<file path="src/rtl/esrs_pkg.sv">
package esrs_pkg;

    localparam int TIME_W      = 32;
    localparam int COUNT_W     = 11;
    localparam int LOOP_W      = 16;
    localparam int FRAC_W      = 16;
    localparam int CFG_DATA_W  = 32;
    localparam int CFG_IDX_W   = 3;
    localparam int IN_TDATA_W  = 48;
    localparam int OUT_TDATA_W = 24;

    typedef enum logic [CFG_IDX_W-1:0] {
        CFG_ENABLED   = 3'd0,
        CFG_DELAY     = 3'd1,
        CFG_DURATION  = 3'd2,
        CFG_LOOPS     = 3'd3,
        CFG_RATE      = 3'd4,
        CFG_BURST     = 3'd5,
        CFG_CAPACITY  = 3'd6
    } t_cfg_idx;

    // Commands from the sequencer to the datapath.
    typedef struct packed {
        logic load_in;
        logic step_time;
        logic step_span;
        logic step_mul;
        logic finish;
    } t_cmd;

endpackage

</file>
<file path="src/rtl/esrs_ctrl.sv">
module esrs_ctrl (
    input  logic          i_clk,
    input  logic          i_rst_n,
    input  logic          i_in_valid,
    input  logic          i_out_ready,
    output logic          o_in_ready,
    output logic          o_out_valid,
    output esrs_pkg::t_cmd o_cmd
);
    import esrs_pkg::*;

    typedef enum logic [4:0] {
        S_IDLE = 5'b00001,
        S_TIME = 5'b00010,
        S_SPAN = 5'b00100,
        S_MUL  = 5'b01000,
        S_FIN  = 5'b10000
    } t_state;

    t_state r_state;
    t_state n_state;
    logic   r_out_valid;
    logic   n_out_valid;
    logic   out_free;
    logic   accept;

    assign out_free   = !r_out_valid || i_out_ready;
    assign o_in_ready = (r_state == S_IDLE) || ((r_state == S_FIN) && out_free);
    assign accept     = i_in_valid && o_in_ready;
    assign o_out_valid = r_out_valid;

    always_comb begin
        n_state     = r_state;
        n_out_valid = r_out_valid && !i_out_ready;
        o_cmd       = '0;
        o_cmd.load_in = accept;
        case (r_state)
            S_IDLE: begin
                if (accept) begin
                    n_state = S_TIME;
                end
            end
            S_TIME: begin
                o_cmd.step_time = 1'b1;
                n_state = S_SPAN;
            end
            S_SPAN: begin
                o_cmd.step_span = 1'b1;
                n_state = S_MUL;
            end
            S_MUL: begin
                o_cmd.step_mul = 1'b1;
                n_state = S_FIN;
            end
            S_FIN: begin
                if (out_free) begin
                    o_cmd.finish = 1'b1;
                    n_out_valid  = 1'b1;
                    n_state      = accept ? S_TIME : S_IDLE;
                end
            end
            default: begin
                n_state = S_IDLE;
            end
        endcase
    end

    always_ff @(posedge i_clk) begin
        if (!i_rst_n) begin
            r_state     <= S_IDLE;
            r_out_valid <= 1'b0;
        end else begin
            r_state     <= n_state;
            r_out_valid <= n_out_valid;
        end
    end

endmodule

</file>
<file path="src/rtl/esrs_dp.sv">
module esrs_dp #(
    parameter int MAX_PARTICLES = 1024
) (
    input  logic                                i_clk,
    input  logic                                i_rst_n,
    input  esrs_pkg::t_cmd                      i_cmd,
    input  logic                                i_cfg_we,
    input  logic [esrs_pkg::CFG_IDX_W-1:0]      i_cfg_idx,
    input  logic [esrs_pkg::CFG_DATA_W-1:0]     i_cfg_data,
    input  logic [esrs_pkg::IN_TDATA_W-1:0]     i_in_data,
    output logic [esrs_pkg::OUT_TDATA_W-1:0]    o_out_data
);
    import esrs_pkg::*;

    localparam int CW    = $clog2(MAX_PARTICLES + 1);
    localparam int CNT_W = (CW > COUNT_W) ? CW : COUNT_W;
    localparam int STOP_W = TIME_W + LOOP_W + 1;
    localparam int PROD_W = 2 * TIME_W;
    localparam int ACC_W  = PROD_W - FRAC_W + 1;
    localparam logic [CNT_W-1:0] MAX_C = CNT_W'(MAX_PARTICLES);
    localparam logic [ACC_W-1:0] MAX_Q = ACC_W'(MAX_PARTICLES) << FRAC_W;

    // Configuration registers.
    logic                    r_enabled;
    logic [TIME_W-1:0]       r_delay;
    logic [TIME_W-1:0]       r_duration;
    logic [LOOP_W-1:0]       r_loops;
    logic [TIME_W-1:0]       r_rate;
    logic [COUNT_W-1:0]      r_burst;
    logic [COUNT_W-1:0]      r_capacity;

    // Emitter state.
    logic [TIME_W-1:0]       r_elapsed;
    logic [FRAC_W-1:0]       r_frac;
    logic                    r_burst_done;

    // Per-item working registers.
    logic [TIME_W-1:0]       r_tick;
    logic [COUNT_W-1:0]      r_live;
    logic                    r_null;
    logic [STOP_W-2:0]       r_stop_prod;
    logic [TIME_W-1:0]       r_now;
    logic [STOP_W-1:0]       r_stop;
    logic [CNT_W-1:0]        r_cap;
    logic [CNT_W-1:0]        r_avail;
    logic [TIME_W-1:0]       r_span;
    logic                    r_fire;
    logic [PROD_W-1:0]       r_prod;
    logic [CNT_W-1:0]        r_burst_part;
    logic [OUT_TDATA_W-1:0]  r_result;

    logic [TIME_W:0]         time_sum;
    logic [CNT_W-1:0]        cap_ext;
    logic [CNT_W-1:0]        cap_eff;
    logic [CNT_W-1:0]        live_ext;
    logic [TIME_W-1:0]       span_lo;
    logic [TIME_W-1:0]       span_hi;
    logic [TIME_W-1:0]       span;
    logic [CNT_W-1:0]        burst_ext;
    logic [ACC_W-1:0]        acc_sum;
    logic [ACC_W-1:0]        acc_cap;
    logic [CNT_W-1:0]        whole;
    logic [CNT_W:0]          total_raw;
    logic [CNT_W-1:0]        total;
    logic [CNT_W-1:0]        accepted;
    logic [CNT_W-1:0]        dropped;

    always_ff @(posedge i_clk) begin
        if (!i_rst_n) begin
            r_enabled  <= 1'b0;
            r_delay    <= '0;
            r_duration <= '0;
            r_loops    <= LOOP_W'(1);
            r_rate     <= '0;
            r_burst    <= '0;
            r_capacity <= COUNT_W'(1024);
        end else if (i_cfg_we) begin
            case (t_cfg_idx'(i_cfg_idx))
                CFG_ENABLED:  r_enabled  <= i_cfg_data[0];
                CFG_DELAY:    r_delay    <= i_cfg_data[TIME_W-1:0];
                CFG_DURATION: r_duration <= i_cfg_data[TIME_W-1:0];
                CFG_LOOPS:    r_loops    <= i_cfg_data[LOOP_W-1:0];
                CFG_RATE:     r_rate     <= i_cfg_data[TIME_W-1:0];
                CFG_BURST:    r_burst    <= i_cfg_data[COUNT_W-1:0];
                CFG_CAPACITY: r_capacity <= i_cfg_data[COUNT_W-1:0];
                default: begin
                end
            endcase
        end
    end

    assign time_sum  = {1'b0, r_elapsed} + {1'b0, r_tick};
    assign cap_ext   = CNT_W'(r_capacity);
    assign cap_eff   = (cap_ext > MAX_C) ? MAX_C : cap_ext;
    assign live_ext  = CNT_W'(r_live);

    assign span_lo = (r_elapsed > r_delay) ? r_elapsed : r_delay;
    assign span_hi = ((r_loops != '0) && (r_stop < STOP_W'(r_now)))
                     ? r_stop[TIME_W-1:0] : r_now;
    assign span    = ((r_now <= r_delay) || (r_duration == '0) || (span_hi <= span_lo))
                     ? '0 : span_hi - span_lo;

    assign burst_ext = CNT_W'(r_burst);

    assign acc_sum   = ACC_W'(r_prod[PROD_W-1:FRAC_W]) + ACC_W'(r_frac);
    assign acc_cap   = (acc_sum > MAX_Q) ? MAX_Q : acc_sum;
    assign whole     = acc_cap[FRAC_W +: CNT_W];
    assign total_raw = {1'b0, r_burst_part} + {1'b0, whole};
    assign total     = (total_raw > {1'b0, MAX_C}) ? MAX_C : total_raw[CNT_W-1:0];
    assign accepted  = (total < r_avail) ? total : r_avail;
    assign dropped   = total - accepted;

    // Reads configuration only; the user keeps it stable while items run (unchecked).
    always_ff @(posedge i_clk) begin
        r_stop_prod <= r_duration * r_loops;
    end

    always_ff @(posedge i_clk) begin
        if (i_cmd.load_in) begin
            r_tick <= i_in_data[TIME_W-1:0];
            r_live <= i_in_data[TIME_W +: COUNT_W];
            r_null <= !r_enabled || (i_in_data[TIME_W-1:0] == '0);
        end
        if (i_cmd.step_time) begin
            r_now   <= time_sum[TIME_W] ? '1 : time_sum[TIME_W-1:0];
            r_stop  <= STOP_W'(r_delay) + STOP_W'(r_stop_prod);
            r_cap   <= cap_eff;
            r_avail <= (cap_eff > live_ext) ? cap_eff - live_ext : '0;
        end
        if (i_cmd.step_span) begin
            r_span <= span;
            r_fire <= !r_burst_done && (r_elapsed <= r_delay) && (r_now >= r_delay);
        end
        if (i_cmd.step_mul) begin
            r_prod       <= PROD_W'(r_rate) * PROD_W'(r_span);
            r_burst_part <= !r_fire ? '0 : ((burst_ext < r_cap) ? burst_ext : r_cap);
        end
        if (i_cmd.finish) begin
            if (r_null) begin
                r_result <= '0;
            end else begin
                r_result <= OUT_TDATA_W'({r_fire, dropped[COUNT_W-1:0],
                                          accepted[COUNT_W-1:0]});
            end
        end
    end

    always_ff @(posedge i_clk) begin
        if (!i_rst_n) begin
            r_elapsed    <= '0;
            r_frac       <= '0;
            r_burst_done <= 1'b0;
        end else if (i_cmd.finish && !r_null) begin
            r_elapsed    <= r_now;
            r_frac       <= acc_cap[FRAC_W-1:0];
            r_burst_done <= r_burst_done || r_fire;
        end
    end

    assign o_out_data = r_result;

endmodule

</file>
<file path="src/rtl/emitter_spawn_rate_scheduler.sv">
// After an item is accepted, the four-step sequencer (time update, span, rate multiply,
// accumulate and limit) brings its result into the output register, one item at a time; the
// last step waits while the output register holds a result that has not been taken.
// A new item is taken while the previous result still waits in the output register.
// Reset (synchronous, active low) restores register defaults and clears elapsed time,
// the spawn accumulator and the burst flag.
module emitter_spawn_rate_scheduler #(
    parameter int MAX_PARTICLES = 1024
) (
    input  logic                                i_clk,
    input  logic                                i_rst_n,
    input  logic                                i_cfg_we,
    input  logic [esrs_pkg::CFG_IDX_W-1:0]      i_cfg_idx,
    input  logic [esrs_pkg::CFG_DATA_W-1:0]     i_cfg_data,
    input  logic                                i_s_tvalid,
    output logic                                o_s_tready,
    // tick_length [31:0], live_count [42:32], zero fill above.
    input  logic [esrs_pkg::IN_TDATA_W-1:0]     i_s_tdata,
    output logic                                o_m_tvalid,
    input  logic                                i_m_tready,
    // accepted_spawns [10:0], dropped_spawns [21:11], burst_fired [22], zero fill above.
    output logic [esrs_pkg::OUT_TDATA_W-1:0]    o_m_tdata
);
    import esrs_pkg::*;

    t_cmd cmd;

    esrs_ctrl u_ctrl (
        .i_clk       (i_clk),
        .i_rst_n     (i_rst_n),
        .i_in_valid  (i_s_tvalid),
        .i_out_ready (i_m_tready),
        .o_in_ready  (o_s_tready),
        .o_out_valid (o_m_tvalid),
        .o_cmd       (cmd)
    );

    esrs_dp #(
        .MAX_PARTICLES (MAX_PARTICLES)
    ) u_dp (
        .i_clk      (i_clk),
        .i_rst_n    (i_rst_n),
        .i_cmd      (cmd),
        .i_cfg_we   (i_cfg_we),
        .i_cfg_idx  (i_cfg_idx),
        .i_cfg_data (i_cfg_data),
        .i_in_data  (i_s_tdata),
        .o_out_data (o_m_tdata)
    );

endmodule
</file>
<file path="config.mk">
export PLATFORM = sky130hd
export DESIGN_NAME = emitter_spawn_rate_scheduler
export DESIGN_NICKNAME = d
export VERILOG_FILES = /design/src/rtl/esrs_pkg.sv /design/src/rtl/esrs_ctrl.sv /design/src/rtl/esrs_dp.sv /design/src/rtl/emitter_spawn_rate_scheduler.sv
export SDC_FILE = /design/constraint.sdc
export NUM_CORES = 2
export LEC_CHECK = 0
export BUFFER_PORTS_ARGS = -buffer_cell sky130_fd_sc_hd__buf_4
export CAP_MARGIN = 20
export CORE_MARGIN = 1.5
export CORE_UTILIZATION = 40
export DETAILED_ROUTE_END_ITERATION = 7
export GPL_TIMING_DRIVEN = 0
export PLACE_DENSITY = 0.65
export SYNTH_ARGS = -nofsm -noshare
export SYNTH_HDL_FRONTEND = slang
export SYNTH_SLANG_ARGS = --single-unit
</file>
<file path="constraint.sdc">
create_clock -name i_clk -period 13.4 [get_ports i_clk]
set_clock_uncertainty 0.1 [all_clocks]
set_input_delay 0.67 -clock i_clk [delete_from_list [all_inputs] [get_ports i_clk]]
set_output_delay 0.67 -clock i_clk [all_outputs]
set_load 0.005 [all_outputs]
</file>
==> impl_metrics.toml <==
[outcome]
status = "finished clean"

[power]
power_frac_seq_pct = 42.2
pwr_density_cell_nw_per_um2 = 48.7
pwr-share-clk_pct = 38.4
finalPower_mw = 3.97
swShare_pct = 29.7
p_comb_share_pct = 19.4
netSwitchingPower_mw = 1.18
ir_worst_vdd_v = 0.0000855
internal_power_mw = 2.79
p_leak_nw = 36.3

[final_layout]
largest_reg_flops = 49
num-nets-final = 10500
layout-drive-gt1-share_pct = 3.31
final_cells = 11000
top_regs = "u_dp.r_stop (49), u_dp.r_prod (48), u_dp.r_stop_prod (48)"
fin_util_pct = 43.4
areaGrowthSynthToFinish_pct = 7.82
largest-register = "u_dp.r_stop"
final_cell_area_um2 = 81400

[place]
place_ws_ps = 2150
place_congestion = 1.00
placed_area_um2 = 79600
hpwl_um = 200000
portBuffers = 107
dp_cells = 10900

[cts]
cts_setup_buffers = 0
post_cts_resized = 0
holdBufCountCts = 0
cts_buffers = 52
cts_tree = "done"
numClockSinks = 500
cts.reportedPaths.clkPinSlew_ps = 60
clock_path_buffers = 3
htreeDepth = 2
root_buffer = "clkbuf_16"
clk-insertion-delay-late_ps = 640

[floorplan]
core-area_um2 = 188000
io_pins = 114
start_util_pct = 40.3
die_area_um2 = 191000
dieWidth_um = 438
rows = 159
die-height_um = 438

[hold_path]
hold_path_depth = 1
hold_start = "i_s_tdata[42]"
whs_endpoint = "u_dp.live_ext[10]$_DFFE_PP_"
hold_path_class = "input pin to flop"

[timing]
max_freq_ghz = 0.0881
rsz0062_at_grt = "false"
finalCritPeriodShare_pct = 84.8
setup_tns_ps = 0
relSlewSlack_pct = 17.3
hold_viol_final = 0
whs_ps = 133
fin_ws_ps = 2040
setup_viol = 0
worst_pin_slew_ps = 1240
period_needed_ps = 11360
maxSlewViolCount = 0

[critical_path]
worstPathArrival_ps = 11610
crit_type = "flop to flop"
crit_required_ps = 13650
reg2regPathDepth = 40
r2r_start = "u_dp.r_prod[16]$_DFFE_PP_"
max_stage_delay_ps = 570
r2r_setup_slack_ps = 2040
reg2reg_to = "u_dp.o_out_data[21]$_SDFFCE_PP0P_"
end_kind = "flop"
crit_path_start_kind = "flop"
slowest_stage = "nor4_1"
critPathMaxFanout = 10
cp_common_cell = "a21o_1"

[yosys]
synth_top_cell_by_area = "fa_1"
synth_enable_flop_cells = 262
syn_inst = 8305
synth_fp_nets = 10400
synth_top_cell_area_share_pct = 35.0
synthDistinctLibCells = 89
synthesis.area_um2 = 75500
synth.avg_cell_area_um2 = 9.09
ys.flop_type = "edfxtp_1"
yosysWarnings = 0
ys_ff_latch = 500
yosysSeqAreaShare_pct = 16.7
synthArstFlopShare_pct = 0
synth_area_leaders = "fa_1, ha_1, edfxtp_1, nand2_1, inv_1"

[route]
ant_nets = 0
viasPerCell = 5.32
post_drt_wl_per_cell_um = 21.9
vias = 58800
drt_wl_total_um = 242000
drt-initial-drc-count = 4774
drc_errors = 0
dr.pass1.iters = 6

[grt]
grt_use_met3_pct = 4.84
grt_pass1_wl_um = 367000
grt_pass1_vias = 60700
grt.busiest_layer = "met2"
grtUsageTotal_pct = 25.3
met1_usage_pct = 31.7
antenna_found_initial = 18
grt_max_degree = 56
grt_use_met2_pct = 41.4
globalRouteOverflowTotal = 0

[job]
max_cap_viol_count = 0
worst max-delay path by stage:
stage                               from                                end  slack (ps)  cells past startpoint
2_1_floorplan  u_dp.r_prod[16]$_DFFE_PP_  u_dp.o_out_data[21]$_SDFFCE_PP0P_        3830                     40
3_3_place_gp   u_dp.r_prod[16]$_DFFE_PP_  u_dp.o_out_data[21]$_SDFFCE_PP0P_        2380                     40
3_5_place_dp   u_dp.r_prod[16]$_DFFE_PP_  u_dp.o_out_data[21]$_SDFFCE_PP0P_        2150                     41
4_1_cts        u_dp.r_prod[16]$_DFFE_PP_  u_dp.o_out_data[21]$_SDFFCE_PP0P_        2100                     41
5_1_grt        u_dp.r_prod[16]$_DFFE_PP_  u_dp.o_out_data[21]$_SDFFCE_PP0P_        1220                     41
6_report       u_dp.r_prod[16]$_DFFE_PP_  u_dp.o_out_data[21]$_SDFFCE_PP0P_        2040                     40
layer usage:
layer	wire (um)	up-vias
li1	-	26200
met1	93700	29700
met2	113000	2258
met3	19700	595
met4	15900	8
met5	64	-
cell type report:
type,count,area [um2]
fill,18300,106000
multi-input combinational,5883,55700
sequential,500,12600
inverter,1522,5710
tap,2495,3120
buffer,400,1520
clock buffer,69,1450
timing repair buffer,124,968
clock inverter,27,302
antenna,17,42.5
synth_stat cells, types with 7 or more instances:
| cell type | count |
|---|---|
| nor2b_1 | 69 |
| a2111oi_0 | 10 |
| and4_1 | 12 |
| nor4_1 | 37 |
| mux2i_1 | 58 |
| o21ai_0 | 117 |
| and3_1 | 31 |
| inv_1 | 1522 |
| o22ai_1 | 7 |
| and2_1 | 392 |
| a211oi_1 | 25 |
| o21a_1 | 50 |
| fa_1 | 1320 |
| nor3_1 | 59 |
| or2_2 | 10 |
| nand4_1 | 63 |
| xnor2_1 | 130 |
| xor2_1 | 80 |
| o211ai_1 | 14 |
| a221oi_1 | 8 |
| nand2_1 | 1664 |
| nand2b_1 | 52 |
| dfxtp_1 | 238 |
| o31ai_1 | 13 |
| a21oi_1 | 191 |
| o21bai_1 | 23 |
| edfxtp_1 | 262 |
| ha_1 | 637 |
| nor3b_1 | 13 |
| a31oi_1 | 13 |
| a21boi_0 | 181 |
| a211o_1 | 14 |
| mux2_2 | 35 |
| clkbuf_1 | 393 |
| nor2_1 | 225 |
| a22o_1 | 12 |
| a21o_1 | 136 |
| a41oi_1 | 9 |
| nand3_1 | 58 |
| or3_1 | 16 |
worst max-delay path, delay by kind of cell (launching register included):
kind | cells | cell delay, ps
multiplexers | 2 | 440
XOR/XNOR | 2 | 330
flip-flops | 1 | 380
buffers and inverters | 3 | 760
AO/OA/AOI/OAI | 17 | 4210
AND/OR/NAND/NOR | 10 | 2800
adder cells (fa/ha/maj) | 6 | 2060
power groups by stage:
stage / sequential (mW) / clock [mW] / combinational [mW]
5_1_grt: 1.67 / 1.61 / 0.842
3_3_place_gp: 1.71 / 0 / 0.746
2_1_floorplan: 1.69 / 0 / 0.470
6_report: 1.67 / 1.52 / 0.771
3_5_place_dp: 1.71 / 0 / 0.759
4_1_cts: 1.67 / 1.56 / 0.766
cells in the final DEF, fill, tap and decap left out, drive strengths merged, types with 124 or more instances in the layout:
cell / instances
nand2: 1664
inv: 1527
fa: 1320
ha: 637
clkbuf: 465
and2: 392
edfxtp: 262
dfxtp: 238
nor2: 225
a21oi: 192
a21boi: 181
a21o: 136
xnor2: 130
buf: 127
o21ai: 124
logic make-up after synthesis:
kind of cell	Yosys count	share of synthesized area, %
other	1	0.00497
adder cells (fa/ha/maj)	1957	45.5
multiplexers	93	1.29
buffers and inverters	1922	9.58
AND/OR/NAND/NOR	2720	16.2
XOR/XNOR	210	2.44
flip-flops	500	16.7
AO/OA/AOI/OAI	902	8.21
No activity file was read; power rests on OpenSTA's default activity.
